`config.mk`:
```
export PLATFORM = sky130hd
export DESIGN_NAME = rbd_ctrl
export DESIGN_NICKNAME = d
export VERILOG_FILES = /design/src/design/rbd_pkg.sv /design/src/design/rbd_ctrl.sv
export VERILOG_INCLUDE_DIRS = /design/src /design/src/design
export SDC_FILE = /design/constraint.sdc
export NUM_CORES = 1
export LEC_CHECK = 0
export BUFFER_PORTS_ARGS = -buffer_cell sky130_fd_sc_hd__clkbuf_2
export CORE_AREA = 4 4 41 43
export DETAILED_ROUTE_END_ITERATION = 10
export DIE_AREA = 0 0 45 47
export GPL_ROUTABILITY_DRIVEN = 1
export PLACE_DENSITY = 0.35
export SYNTH_ARGS = -nofsm -noshare
export SYNTH_HDL_FRONTEND = slang
export SYNTH_SLANG_ARGS = --single-unit
```
`constraint.sdc`:
```
create_clock -name aclk -period 0.9 [get_ports aclk]
set_input_delay 0.09 -clock aclk [delete_from_list [all_inputs] [get_ports aclk]]
set_output_delay 0.09 -clock aclk [all_outputs]
set_load 0.02 [all_outputs]
```
`src/design/ring_buffer_deque_core_defines.svh`:
```
// Assertion macros shared by the deque core modules.
`ifndef RING_BUFFER_DEQUE_CORE_DEFINES_SVH
`define RING_BUFFER_DEQUE_CORE_DEFINES_SVH

// same-cycle implication, disabled while in reset
`define RBD_ASSERT_NOW(label, clk, rstn, ante, cons) \
    label: assert property (@(posedge clk) disable iff (!rstn) (ante) |-> (cons)) \
        else $error("deque core check failed");

// next-cycle implication, disabled while in reset
`define RBD_ASSERT_NEXT(label, clk, rstn, ante, cons) \
    label: assert property (@(posedge clk) disable iff (!rstn) (ante) |=> (cons)) \
        else $error("deque core check failed");

`endif

```
`src/design/rbd_pkg.sv`:
```
package rbd_pkg;

    localparam int DATA_W   = 32;
    localparam int KIND_W   = 2;
    localparam int STATUS_W = 2;

    localparam logic [KIND_W-1:0] KIND_PUSH_FRONT = 2'd0;
    localparam logic [KIND_W-1:0] KIND_PUSH_BACK  = 2'd1;
    localparam logic [KIND_W-1:0] KIND_POP_FRONT  = 2'd2;
    localparam logic [KIND_W-1:0] KIND_POP_BACK   = 2'd3;

    localparam logic [STATUS_W-1:0] STATUS_OK    = 2'd0;
    localparam logic [STATUS_W-1:0] STATUS_EMPTY = 2'd1;
    localparam logic [STATUS_W-1:0] STATUS_FULL  = 2'd2;

    localparam logic [DATA_W-1:0] DATA_EMPTY_POP = {DATA_W{1'b1}};

    typedef logic [1:0] rbd_op_t;
    localparam rbd_op_t OP_WRITE  = 2'd0;
    localparam rbd_op_t OP_READ   = 2'd1;
    localparam rbd_op_t OP_FULL   = 2'd2;
    localparam rbd_op_t OP_EMPTY  = 2'd3;

    typedef struct packed {
        logic    load_in;
        logic    exec;
        rbd_op_t op;
        logic    load_out;
    } rbd_cmd_t;

    typedef struct packed {
        logic is_push;
        logic empty;
        logic full;
    } rbd_stat_t;

endpackage

```
`src/design/rbd_ctrl.sv`:
```
`include "ring_buffer_deque_core_defines.svh"

module rbd_ctrl
    import rbd_pkg::*;
(
    input  logic      aclk,
    input  logic      aresetn,
    input  logic      s_tvalid,
    output logic      s_tready,
    output logic      m_tvalid,
    input  logic      m_tready,
    input  rbd_stat_t stat,
    output rbd_cmd_t  cmd
);

    localparam logic [1:0] ST_IDLE = 2'd0;
    localparam logic [1:0] ST_EXEC = 2'd1;
    localparam logic [1:0] ST_RESP = 2'd2;

    logic [1:0] state_reg, state_next;
    logic       out_valid_reg, out_valid_next;
    logic       out_free;

    assign s_tready = (state_reg == ST_IDLE);
    assign m_tvalid = out_valid_reg;
    assign out_free = !out_valid_reg || m_tready;

    always_comb begin
        state_next   = state_reg;
        cmd.load_in  = 1'b0;
        cmd.exec     = 1'b0;
        cmd.load_out = 1'b0;
        if (stat.is_push) begin
            cmd.op = stat.full ? OP_FULL : OP_WRITE;
        end else begin
            cmd.op = stat.empty ? OP_EMPTY : OP_READ;
        end
        case (state_reg)
            ST_IDLE: begin
                if (s_tvalid) begin
                    cmd.load_in = 1'b1;
                    state_next  = ST_EXEC;
                end
            end
            ST_EXEC: begin
                cmd.exec   = 1'b1;
                state_next = ST_RESP;
            end
            ST_RESP: begin
                if (out_free) begin
                    cmd.load_out = 1'b1;
                    state_next   = ST_IDLE;
                end
            end
            default: begin
                state_next = ST_IDLE;
            end
        endcase
    end

    always_comb begin
        out_valid_next = out_valid_reg;
        if (cmd.load_out) begin
            out_valid_next = 1'b1;
        end else if (m_tready) begin
            out_valid_next = 1'b0;
        end
    end

    always_ff @(posedge aclk) begin
        if (!aresetn) begin
            state_reg     <= ST_IDLE;
            out_valid_reg <= 1'b0;
        end else begin
            state_reg     <= state_next;
            out_valid_reg <= out_valid_next;
        end
    end

    `RBD_ASSERT_NOW(a_no_overwrite, aclk, aresetn, cmd.load_out, !out_valid_reg || m_tready)
    `RBD_ASSERT_NEXT(a_accept_exec, aclk, aresetn, s_tvalid && s_tready, cmd.exec)
    `RBD_ASSERT_NEXT(a_hold_valid, aclk, aresetn, m_tvalid && !m_tready, m_tvalid)

endmodule
```
==> impl_results.md <==
* Status: finished with violations
* Failing checks: setup timing
* Most common cell in the synthesized netlist: dfxtp_1
* Setup WS pre-CTS at -0.0202 ns
* Hold buffers post-CTS at 0
* Setup Crit Path Kind: flop to output pin
* Routed wire per std cell at between 9 and 10 um
* Dpl hpwl at 397 um
* Final setup margin at -0.177 ns
* Max cap viols at 0
* Synth Cell Area at ~160 sq um
* Congestion Overflow GR at 0
* Worst path bufs/invs at 1
* WP depth at 2
* Least-Margin Pin Slew at approximately 0.16 ns
* Leak at around 0.16 nW
* H-tree depth at 1
* Drt drc at 0
* Syn Area/Cell at ~10 sq um
* Largest net degree at the start of global routing at 6
* Buffers on Ports at 13
* GR Util All Layers at under 10%
* Unique masters post-synth at 13
* Ys async rst share at 0%
* Worst IR Drop VDD at approximately 0.5 mV
* Nature of the critical path startpoint: flop
* Hold path depth at 2
* Arrival time worst endpoint at approximately 1 ns
* Setup Viol. Count Final at 4
* N_diodes at 0
* Total Wirelength at around 490 um
* Register area share after synthesis at a little under two fifths
* Slew HR at 89.0%
* Area Growth Syn to Fin at 110%
* Initial antenna violation count at 0
* TNS Setup at -0.616 ns
* Number of enable flip-flop cells after synthesis at 0
* Total power at around 0.00051 W
* Critical path endpoint category: output pin
* Period utilization at 120%
* Row cnt at 13
* # clock sinks at 3
* Post-synth net total at 23
* Clk buf depth at 2
* Total number of vias at about 180
* Cells after Synth at 16
* Synth warnings at 0
* Top Ports at 14
* CTS Root Cell: clkbuf_4
* Commonest cells in the netlist: 3 x dfxtp_1, 2 x nand2b_1
* RSZ-0062 raised after global routing: true
* Global placement routability congestion at between 0.6 and 0.7
* Core Box Area at 1300 sq um
* Fin. max-slew vios at 0
* Share of cells above drive strength 1 at between 70% and 80%
* Final nets at 42
* Max incr delay on CP at 0.37 ns
* Clk_lat worst skew at roughly 0.23 ns
* Final min period at ~1.1 ns
* Router iterations before antenna repair at 1
* Max FFs per register at 2
* Number of CTS-inserted buffers at 3
* Chip height at 47 um
* Crit path required time at ~0.81 ns
* Vias in the first global route at about 200
* Number of vias per cell at 3.71
* Post-synth top area share at 37.2%
* Final Hold Fails at 0
* Global-route wire length before repair at 662 um
* Synthesis-stage register bit count at 3
* CP top delay family: flip-flops
* R2R cell count at 2
* Worst hold margin at ~0.093 ns
* Setup Skew at 0.00131 ns
* Antenna viol nets, final at 0
* CP max-delay cell: dfxtp_4
* Initial Util at between 10% and 20%
* Synth top area cells: dfxtp_1 37%, and4bb_1 7.8%, nand2b_1 7.8%
* CTS tree: yes
* Ys flop type: dfxtp_1
* Peak Freq at 929 MHz
* Pwr/cell area at about 1500 nW/um^2
* Die width at 45 um
* Critical path fanouts, max at 5
* Initial DRC Count at 0
* Worst Hold Class: primary input to flop
* Clk pin slew, worst setup/hold paths at 0.03 ns
* Critical-path cell list: nor3b_4, clkbuf_8
* Yosys top cell by area: dfxtp_1
* DIE AREA at 2120 sq um
[power by group]
group | switching [W] | internal (W) | leakage [nW] | total (W)
combinational | 0.0000520 | 0.0000740 | 0.120 | 0.000126
sequential | 0.0000111 | 0.000138 | 0.0259 | 0.000149
clock | 0.0000661 | 0.000166 | 0.0150 | 0.000232
total | 0.000129 | 0.000378 | 0.161 | 0.000507
[worst register-to-register path, cell delays in order (launching register included)]
cell	delay, ns
dfxtp_4	0.39
and2b_4	0.21
o21a_1	0.17
[area by class of cell]
| type | count | area, sq um |
|---|---|---|
| inverter | 1 | 3.75 |
| fill | 155 | 962 |
| multi-input combinational | 11 | 111 |
| sequential | 3 | 67.6 |
| tap | 15 | 18.8 |
| timing repair buffer | 15 | 111 |
| clock buffer | 4 | 26.3 |
[cell families after synthesis]
family	count (synthesis)	share of synthesized area [%]
simple gates	8	39.5
buf+inv	2	6.98
compound gates	2	9.31
mux	1	6.98
flops	3	37.2
[repair_timing]
item,CTS,global route
endpoints found under the setup margin,5,5
pin swaps,1,2
gates cloned,0,0
gates resized for setup,14,3
buffers inserted,2,0
[stage by stage]
step           std cells  cell area [sq um]  util, %
4_1_cts               49                337     25.9
6_report              49                339     26.1
5_1_grt               49                339     26.1
3_5_place_dp          43                244     18.8
3_3_place_gp          43                244     18.8
2_1_floorplan         16                168        -
[path summary, 6_finish.rpt]
kind	start	slack (ns)	to
min	aresetn	0.09	state_reg[1]$_SDFFE_PN0P_
min reg2reg	m_tvalid$_SDFFE_PN0P_	0.52	m_tvalid$_SDFFE_PN0P_
max	state_reg[1]$_SDFFE_PN0P_	-0.18	cmd[4]
max reg2reg	state_reg[1]$_SDFFE_PN0P_	0.02	state_reg[1]$_SDFFE_PN0P_
[per-layer routing]
layer / vias to the layer above / wire length, um / GRT usage, %
met5: - / 0 / 0
li1: 90 / - / -
met2: 6 / 321 / 9.32
met1: 86 / 126 / 2.73
met3: 0 / 39 / 1.15
met4: 0 / 0 / 7.02
[placed cells by master (no fill, tap or decap)]
cell type	instances
nor2b_1	1
buf_4	3
o21a_1	1
dfxtp_4	2
inv_1	1
and2b_4	1
nand2b_4	1
a21boi_0	1
mux2_2	1
clkbuf_1	1
clkbuf_2	9
clkbuf_4	3
and2_1	1
and4bb_1	1
buf_8	2
clkbuf_8	1
nor3b_4	1
nand2b_1	1
nor2_4	1
dfxtp_1	1
Power figures use the tool's default switching activity.
